[config.mk]
export PLATFORM = sky130hd
export DESIGN_NAME = cassette_fsk_pulse_generator
export DESIGN_NICKNAME = d
export VERILOG_FILES = /design/src/sv/cfpg_pkg.sv /design/src/sv/cfpg_step.sv /design/src/sv/cassette_fsk_pulse_generator.sv
export SDC_FILE = /design/constraint.sdc
export NUM_CORES = 1
export LEC_CHECK = 0
export ABC_AREA = 1
export BUFFER_PORTS_ARGS = -buffer_cell sky130_fd_sc_hd__buf_2
export CORE_ASPECT_RATIO = 0.5
export CORE_UTILIZATION = 59
export CTS_CLUSTER_DIAMETER = 200
export DETAILED_ROUTE_END_ITERATION = 8
export PLACE_DENSITY_LB_ADDON = 0.08
export SYNTH_ARGS = -nofsm -noshare
export SYNTH_HDL_FRONTEND = slang
export SYNTH_SLANG_ARGS = --single-unit
export TNS_END_PERCENT = 100
[constraint.sdc]
create_clock -name clk_i -period 4.2 [get_ports clk_i]
set_input_delay 0.42 -clock clk_i [delete_from_list [all_inputs] [get_ports clk_i]]
set_output_delay 0.42 -clock clk_i [all_outputs]
set_load 0.03 [all_outputs]
[src/sv/cfpg_pkg.sv]
`default_nettype none
package cfpg_pkg;

  localparam int unsigned HDR_W = 15;
  localparam int unsigned GAP_W = 16;
  localparam int unsigned CFG_ADDR_W = 2;
  localparam int unsigned CFG_DATA_W = 16;
  localparam int unsigned HALF_W = 2;

  localparam logic [HDR_W-1:0] SHORT_HDR_RST = 15'd7936;
  localparam logic [HDR_W-1:0] LONG_HDR_RST = 15'd31744;
  localparam logic [GAP_W-1:0] GAP_RST = 16'd9600;

  // start bit, eight data bits, two stop bits
  localparam logic [HDR_W-1:0] FRAME_BITS = 15'd11;

  localparam logic [CFG_ADDR_W-1:0] CFG_SHORT_HDR = 2'd0;
  localparam logic [CFG_ADDR_W-1:0] CFG_LONG_HDR = 2'd1;
  localparam logic [CFG_ADDR_W-1:0] CFG_GAP_LEN = 2'd2;

  localparam logic [1:0] LEVEL_LOW = 2'd0;
  localparam logic [1:0] LEVEL_HIGH = 2'd1;
  localparam logic [1:0] LEVEL_SILENCE = 2'd2;

  typedef enum logic [1:0] {
    PH_HEADER = 2'd0,
    PH_BYTES  = 2'd1,
    PH_START  = 2'd2,
    PH_END    = 2'd3
  } phase_e;

  typedef struct packed {
    phase_e            phase;
    logic [HDR_W-1:0]  bit_count;
    logic [HALF_W-1:0] half_count;
  } state_t;

  typedef struct packed {
    logic       chunk_is_last;
    logic       byte_is_last;
    logic       chunk_has_gap;
    logic       chunk_long_header;
    logic [7:0] data_byte;
  } in_item_t;

  typedef struct packed {
    logic             at_end;
    logic             byte_done;
    logic [GAP_W-1:0] pulse_length;
    logic [1:0]       pulse_level;
  } out_item_t;

  typedef struct packed {
    logic [HDR_W-1:0] short_header_bits;
    logic [HDR_W-1:0] long_header_bits;
    logic [GAP_W-1:0] gap_length;
  } cfg_t;

endpackage
`default_nettype wire

[src/sv/cfpg_step.sv]
`default_nettype none
module cfpg_step (
  input  cfpg_pkg::state_t    state_i,
  input  cfpg_pkg::in_item_t  item_i,
  input  cfpg_pkg::cfg_t      cfg_i,
  output cfpg_pkg::state_t    state_o,
  output cfpg_pkg::out_item_t result_o
);
  import cfpg_pkg::*;

  state_t           eff;
  logic [HDR_W-1:0] bc_inc;
  logic [HDR_W-1:0] hdr_target;
  logic [2:0]       half_inc;
  logic [2:0]       bit_idx;
  logic             bit_val;
  logic [2:0]       half_limit;

  always_comb begin
    // chunk start without a gap falls straight into the header
    eff = state_i;
    if (state_i.phase == PH_START) begin
      eff.phase      = PH_HEADER;
      eff.bit_count  = '0;
      eff.half_count = '0;
    end

    bc_inc     = eff.bit_count + 15'd1;
    half_inc   = {1'b0, eff.half_count} + 3'd1;
    hdr_target = item_i.chunk_long_header ? cfg_i.long_header_bits : cfg_i.short_header_bits;
    bit_idx    = eff.bit_count[2:0] - 3'd1;

    if (eff.bit_count == '0) begin
      bit_val = 1'b0;
    end else if (eff.bit_count <= 15'd8) begin
      bit_val = item_i.data_byte[bit_idx];
    end else begin
      bit_val = 1'b1;
    end
    if (eff.phase == PH_HEADER) begin
      bit_val = 1'b1;
    end
    half_limit = bit_val ? 3'd4 : 3'd2;

    state_o             = eff;
    result_o.byte_done  = 1'b0;
    result_o.pulse_length = bit_val ? 16'd1 : 16'd2;
    result_o.pulse_level  = LEVEL_LOW;

    case (state_i.phase)
      PH_END: begin
        state_o = state_i;
      end
      default: begin
        if (eff.phase == PH_HEADER) begin
          if (half_inc == 3'd2) begin
            state_o.half_count = '0;
            state_o.bit_count  = bc_inc;
            if (bc_inc == hdr_target) begin
              state_o.phase     = PH_BYTES;
              state_o.bit_count = '0;
            end
          end else begin
            state_o.half_count = half_inc[HALF_W-1:0];
          end
          result_o.pulse_level = {1'b0, state_o.half_count[0]};
        end else begin
          if (half_inc >= half_limit) begin
            state_o.half_count = '0;
            state_o.bit_count  = bc_inc;
            if (bc_inc >= FRAME_BITS) begin
              state_o.bit_count  = '0;
              result_o.byte_done = 1'b1;
              if (item_i.byte_is_last) begin
                state_o.phase = item_i.chunk_is_last ? PH_END : PH_START;
              end
            end
          end else begin
            state_o.half_count = half_inc[HALF_W-1:0];
          end
          result_o.pulse_level = {1'b0, state_o.half_count[0]};
        end
      end
    endcase

    // silence: idle tail after the tape, or the gap ahead of a chunk
    if (state_i.phase == PH_END ||
        (state_i.phase == PH_START && item_i.chunk_has_gap)) begin
      state_o              = eff;
      if (state_i.phase == PH_END) begin
        state_o = state_i;
      end
      result_o.pulse_level  = LEVEL_SILENCE;
      result_o.pulse_length = (cfg_i.gap_length == '0) ? 16'd1 : cfg_i.gap_length;
      result_o.byte_done    = 1'b0;
    end

    result_o.at_end = (state_o.phase == PH_END);
  end

endmodule
`default_nettype wire

[src/sv/cassette_fsk_pulse_generator.sv]
// a request beat is registered in the input register, then passes through cfpg_step
// into the output register, from which the master side takes its pulse
// throughput: one request per cycle unless the master side stalls, set by cfpg_step
// a master-side stall reaches s_axis_tready in the same cycle once both registers hold a beat
// reset: header phase with zero counters, header lengths 7936 and 31744, gap length 9600
// config writes take effect on the next clock edge
`default_nettype none
module cassette_fsk_pulse_generator (
  input  wire logic                                 clk_i,
  input  wire logic                                 rst_ni,
  input  wire logic                                 cfg_we_i,
  input  wire logic [cfpg_pkg::CFG_ADDR_W-1:0]      cfg_addr_i,
  input  wire logic [cfpg_pkg::CFG_DATA_W-1:0]      cfg_wdata_i,
  input  wire logic                                 s_axis_tvalid,
  output logic                                      s_axis_tready,
  input  wire logic [7:0]                           s_axis_tdata,  // data_byte
  input  wire logic                                 s_axis_tlast,  // byte_is_last
  // chunk_long_header, chunk_has_gap, chunk_is_last
  input  wire logic [2:0]                           s_axis_tuser,
  output logic                                      m_axis_tvalid,
  input  wire logic                                 m_axis_tready,
  // pulse_level [1:0], pulse_length [17:2], zero fill [23:18]
  output logic [23:0]                               m_axis_tdata,
  output logic                                      m_axis_tlast,  // byte_done
  output logic                                      m_axis_tuser   // at_end
);
  import cfpg_pkg::*;

  cfg_t      cfg_q;
  state_t    state_q, state_d;
  in_item_t  in_q;
  logic      in_valid_q;
  out_item_t out_q, out_d;
  logic      out_valid_q;
  logic      advance;

  always_ff @(posedge clk_i or negedge rst_ni) begin
    if (!rst_ni) begin
      cfg_q.short_header_bits <= SHORT_HDR_RST;
      cfg_q.long_header_bits  <= LONG_HDR_RST;
      cfg_q.gap_length        <= GAP_RST;
    end else if (cfg_we_i) begin
      case (cfg_addr_i)
        CFG_SHORT_HDR: cfg_q.short_header_bits <= cfg_wdata_i[HDR_W-1:0];
        CFG_LONG_HDR:  cfg_q.long_header_bits  <= cfg_wdata_i[HDR_W-1:0];
        CFG_GAP_LEN:   cfg_q.gap_length        <= cfg_wdata_i[GAP_W-1:0];
        default: begin
        end
      endcase
    end
  end

  // item moves from the input register to the output register
  assign advance       = in_valid_q && (!out_valid_q || m_axis_tready);
  assign s_axis_tready = !in_valid_q || advance;

  always_ff @(posedge clk_i or negedge rst_ni) begin
    if (!rst_ni) begin
      in_valid_q <= 1'b0;
    end else if (s_axis_tready) begin
      in_valid_q <= s_axis_tvalid;
    end
  end

  always_ff @(posedge clk_i) begin
    if (s_axis_tready && s_axis_tvalid) begin
      in_q.data_byte         <= s_axis_tdata;
      in_q.chunk_long_header <= s_axis_tuser[0];
      in_q.chunk_has_gap     <= s_axis_tuser[1];
      in_q.byte_is_last      <= s_axis_tlast;
      in_q.chunk_is_last     <= s_axis_tuser[2];
    end
  end

  cfpg_step u_step (
    .state_i  (state_q),
    .item_i   (in_q),
    .cfg_i    (cfg_q),
    .state_o  (state_d),
    .result_o (out_d)
  );

  always_ff @(posedge clk_i or negedge rst_ni) begin
    if (!rst_ni) begin
      state_q.phase      <= PH_HEADER;
      state_q.bit_count  <= '0;
      state_q.half_count <= '0;
      out_valid_q        <= 1'b0;
    end else begin
      if (advance) begin
        state_q <= state_d;
      end
      if (advance) begin
        out_valid_q <= 1'b1;
      end else if (m_axis_tready) begin
        out_valid_q <= 1'b0;
      end
    end
  end

  always_ff @(posedge clk_i) begin
    if (advance) begin
      out_q <= out_d;
    end
  end

  assign m_axis_tvalid = out_valid_q;
  assign m_axis_tdata  = {6'd0, out_q.pulse_length, out_q.pulse_level};
  assign m_axis_tlast  = out_q.byte_done;
  assign m_axis_tuser  = out_q.at_end;

  a_silence_no_done: assert property (@(posedge clk_i) disable iff (!rst_ni)
    out_valid_q && out_q.pulse_level == LEVEL_SILENCE |-> !out_q.byte_done)
    else $error("silence beat marked as byte done");

  a_frame_range: assert property (@(posedge clk_i) disable iff (!rst_ni)
    state_q.phase == PH_BYTES |-> state_q.bit_count < FRAME_BITS)
    else $error("bit index past byte frame");

  a_header_half: assert property (@(posedge clk_i) disable iff (!rst_ni)
    state_q.phase == PH_HEADER |-> state_q.half_count < 2'd2)
    else $error("header half count out of range");

  a_end_sticky: assert property (@(posedge clk_i) disable iff (!rst_ni)
    state_q.phase == PH_END |=> state_q.phase == PH_END)
    else $error("left end phase without reset");

  a_done_follows_stop: assert property (@(posedge clk_i) disable iff (!rst_ni)
    advance && out_d.byte_done |-> state_d.bit_count == '0 && state_d.half_count == '0)
    else $error("byte done without frame restart");

endmodule
`default_nettype wire

==> run metrics <==
Die Area=approximately 0.010 mm^2; FP Rows=24; sequential power share=0.353; diode count=0; CP bufs+invs=3; first-pass GRT wire length=22900 um; CTS sink cnt=99; Clock transition at path regs=approximately 0.080 ns; initial antenna violation count=0; Initial Utilization=0.629; leakage=3.24 nW; endpoints failing setup=0; worst endpoint required time=4.50 ns; cell with the most instances after synthesis=nand2_1; setup TNS=0 ns; clock latency on the worst-skew pair=between 0.3 and 0.4 ns; Die W=141 um; Final nets=~850; Sw Pwr=1.90 mW; Via density=5.37; status=completed; Commonest cells post-synth=nand2_1 (284), inv_1 (89), o21ai_0 (61); delay-heaviest family, CP=simple AND/OR/NAND/NOR gates; WL/cell=14.9 um; Port Buf Inserts=56; vias in the first global route=4468; CP Cell Sequence=nand2_4, nand2_1, ha_1, inv_1, a31oi_1, o211ai_1, nand3_1, nand2_1, fa_1, nor2_1, nand2_1, inv_1, nand3_1, o21ai_1, inv_1, nand2_1, nand2_1, nand2_1; gpl congestion=0.982; largest stage delay on the critical path=between 0.4 and 0.5 ns; CTS Root Cell=clkbuf_16; CP endpoint kind=flop; CTS resizes=0; CTS tree=yes; EDFF count, synth=32; Setup crit start kind=flop; first drt pass iteration count=5; register bit total from synthesis=99; final worst clock skew=0.0122 ns; most used cell, CP=nand2_1; antenna-violating nets left=0; power per standard cell area=655 mW/mm^2; sw frac=0.458; syn_area_per_cell=around 7.5 um^2; Max Buffers Root-to-Sink=2; DRC violations left=0; Peak supply drop=0.330 mV; max cap viols=0; Worst slew margin=0.149; Slowest-stage cell, CP=ha_1; ys async rst share=0.677; Main synth FF type=dfrtp_1; DP HPWL=10100 um; GRT Total Usage=0.298; Synth Instances=759; YS warnings=0; Final Hold Viols=0; area share of the largest cell type after synthesis=0.233; CP Max Fanout=26; Least-Margin Pin Slew=around 1.3 ns; die height=71.4 um; RSZ-0062 raised after global routing=no; Yosys cell types=43; Initial DRC Count=approximately 560; worst hold slack=just under 0.1 ns; CORE AREA=approximately 0.009 mm^2; area of the multi-input gates=0.00254 mm^2; Final Cycle Share=0.835; sequential area share after synthesis=0.467; postcts setup bufs=0; CTS Hold Bufs=0; H-tree levels=3; minimum clock period=3.51 ns; Worst Path Arrival=3.81 ns; sequential cell area=around 0.0027 mm^2; clock network power share=0.205; power share of the combinational group=0.442; Ports=63; worst hold path type=input pin to asynchronous set/reset pin; Area growth, synth to finish=11.5%; share of cells above drive strength 1=0.161; Int Pwr=2.25 mW; CTS Buf Count=9; Post-Syn Area=~0.0057 mm^2; GRT overflow=0; largest net degree at the start of global routing=37; Max Transition Viols Final=0; Max Freq=285 MHz; via count=5056; cell type with the largest total area after synthesis=dfrtp_1; top area cells in the synthesized netlist=dfrtp_1 (23%), nand2_1 (19%), edfxtp_1 (17%); critical path type=flop to flop; Routed WL=14000 um; Design Power=4.15 mW; fill count=about 740
metal layers:
metal	up-vias	wire [um]	GRT usage
met5	-	0	0
met2	216	5690	0.424
met3	13	1320	0.0635
met4	0	108	0.0568
li1	2491	-	-
met1	2336	6910	0.468
registers in the layout, indices dropped and copies added (netlist names):
name	count
cfg_q	46
m_axis_tdata	18
state_q	19
m_axis_tlast	1
in_q	12
m_axis_tuser	1
m_axis_tvalid	1
in_valid_q	1
cell usage in the layout, fill, tap and decap left out, types with 12 or more instances in the layout:
master / instances
a21oi_1: 17
buf_2: 56
dfrtp_1: 53
dfstp_2: 14
edfxtp_1: 32
inv_1: 89
nand2_1: 284
nand3_1: 42
nand4_1: 12
nor2_1: 45
o21ai_0: 61
power by group through the flow:
stage	Sequential [mW]	Combinational, mW	Clock [mW]
global route	1.49	2.04	0.886
floorplan	1.53	1.23	0
global placement	1.47	1.77	0
detailed placement	1.47	1.79	0
CTS	1.46	1.80	0.856
finish	1.47	1.84	0.851
metrics by stage:
stage / utilization / worst slack (ns) / cell area, um^2 / instances
after detailed placement: 0.668 / 0.755 / 6040 / 926
after global routing: 0.702 / 0.292 / 6340 / 942
after CTS: 0.702 / 0.737 / 6340 / 942
after floorplan: - / 1.26 / 5710 / 764
final: 0.702 / 0.693 / 6340 / 942
after global placement: 0.668 / 0.917 / 6040 / 926
layout make-up:
cell class | instances | share of cell area
inverter | 94 | 0.0556
multi-input combinational | 540 | 0.400
tap | 130 | 0.0257
sequential | 99 | 0.419
clock inverter | 6 | 0.00987
clock buffer | 10 | 0.0377
timing repair buffer | 63 | 0.0525
cells by family (layout without fill, tap and decap cells):
family / after synthesis / count (layout) / synth area share
compound gates: 92 / 92 / 0.0856
buf+inv: 125 / 173 / 0.0917
xor+xnor: 2 / 2 / 0.00308
flops: 99 / 99 / 0.467
other cells: 1 / 6 / 0.000659
mux: 3 / 3 / 0.00528
simple gates: 430 / 430 / 0.330
fa+ha+maj: 7 / 7 / 0.0167
final timing paths:
kind	startpoint	end	slack (ns)	depth (start not counted)
worst max register to register	state_q[18]	state_q[3]	0.69	18
max in group asynchronous	rst_ni	state_q[16]	3.14	2
worst min register to register	cfg_q[23]	cfg_q[23]	0.48	2
min in group clk_i	s_axis_tuser[0]	in_q[8]	0.23	1
worst min-delay path	rst_ni	cfg_q[15]	0.1	1
worst max-delay path	state_q[18]	state_q[3]	0.69	18
worst reg2reg max path: cells and delay by family (launching register included):
family	cells	cell delay (ns)
adders and majority gates	2	0.90
and+or+nand+nor	10	1.44
AOI/OAI and AO/OA	3	0.41
DFF	1	0.43
buffers and inverters	3	0.27
No activity file was read; power rests on OpenSTA's default activity.
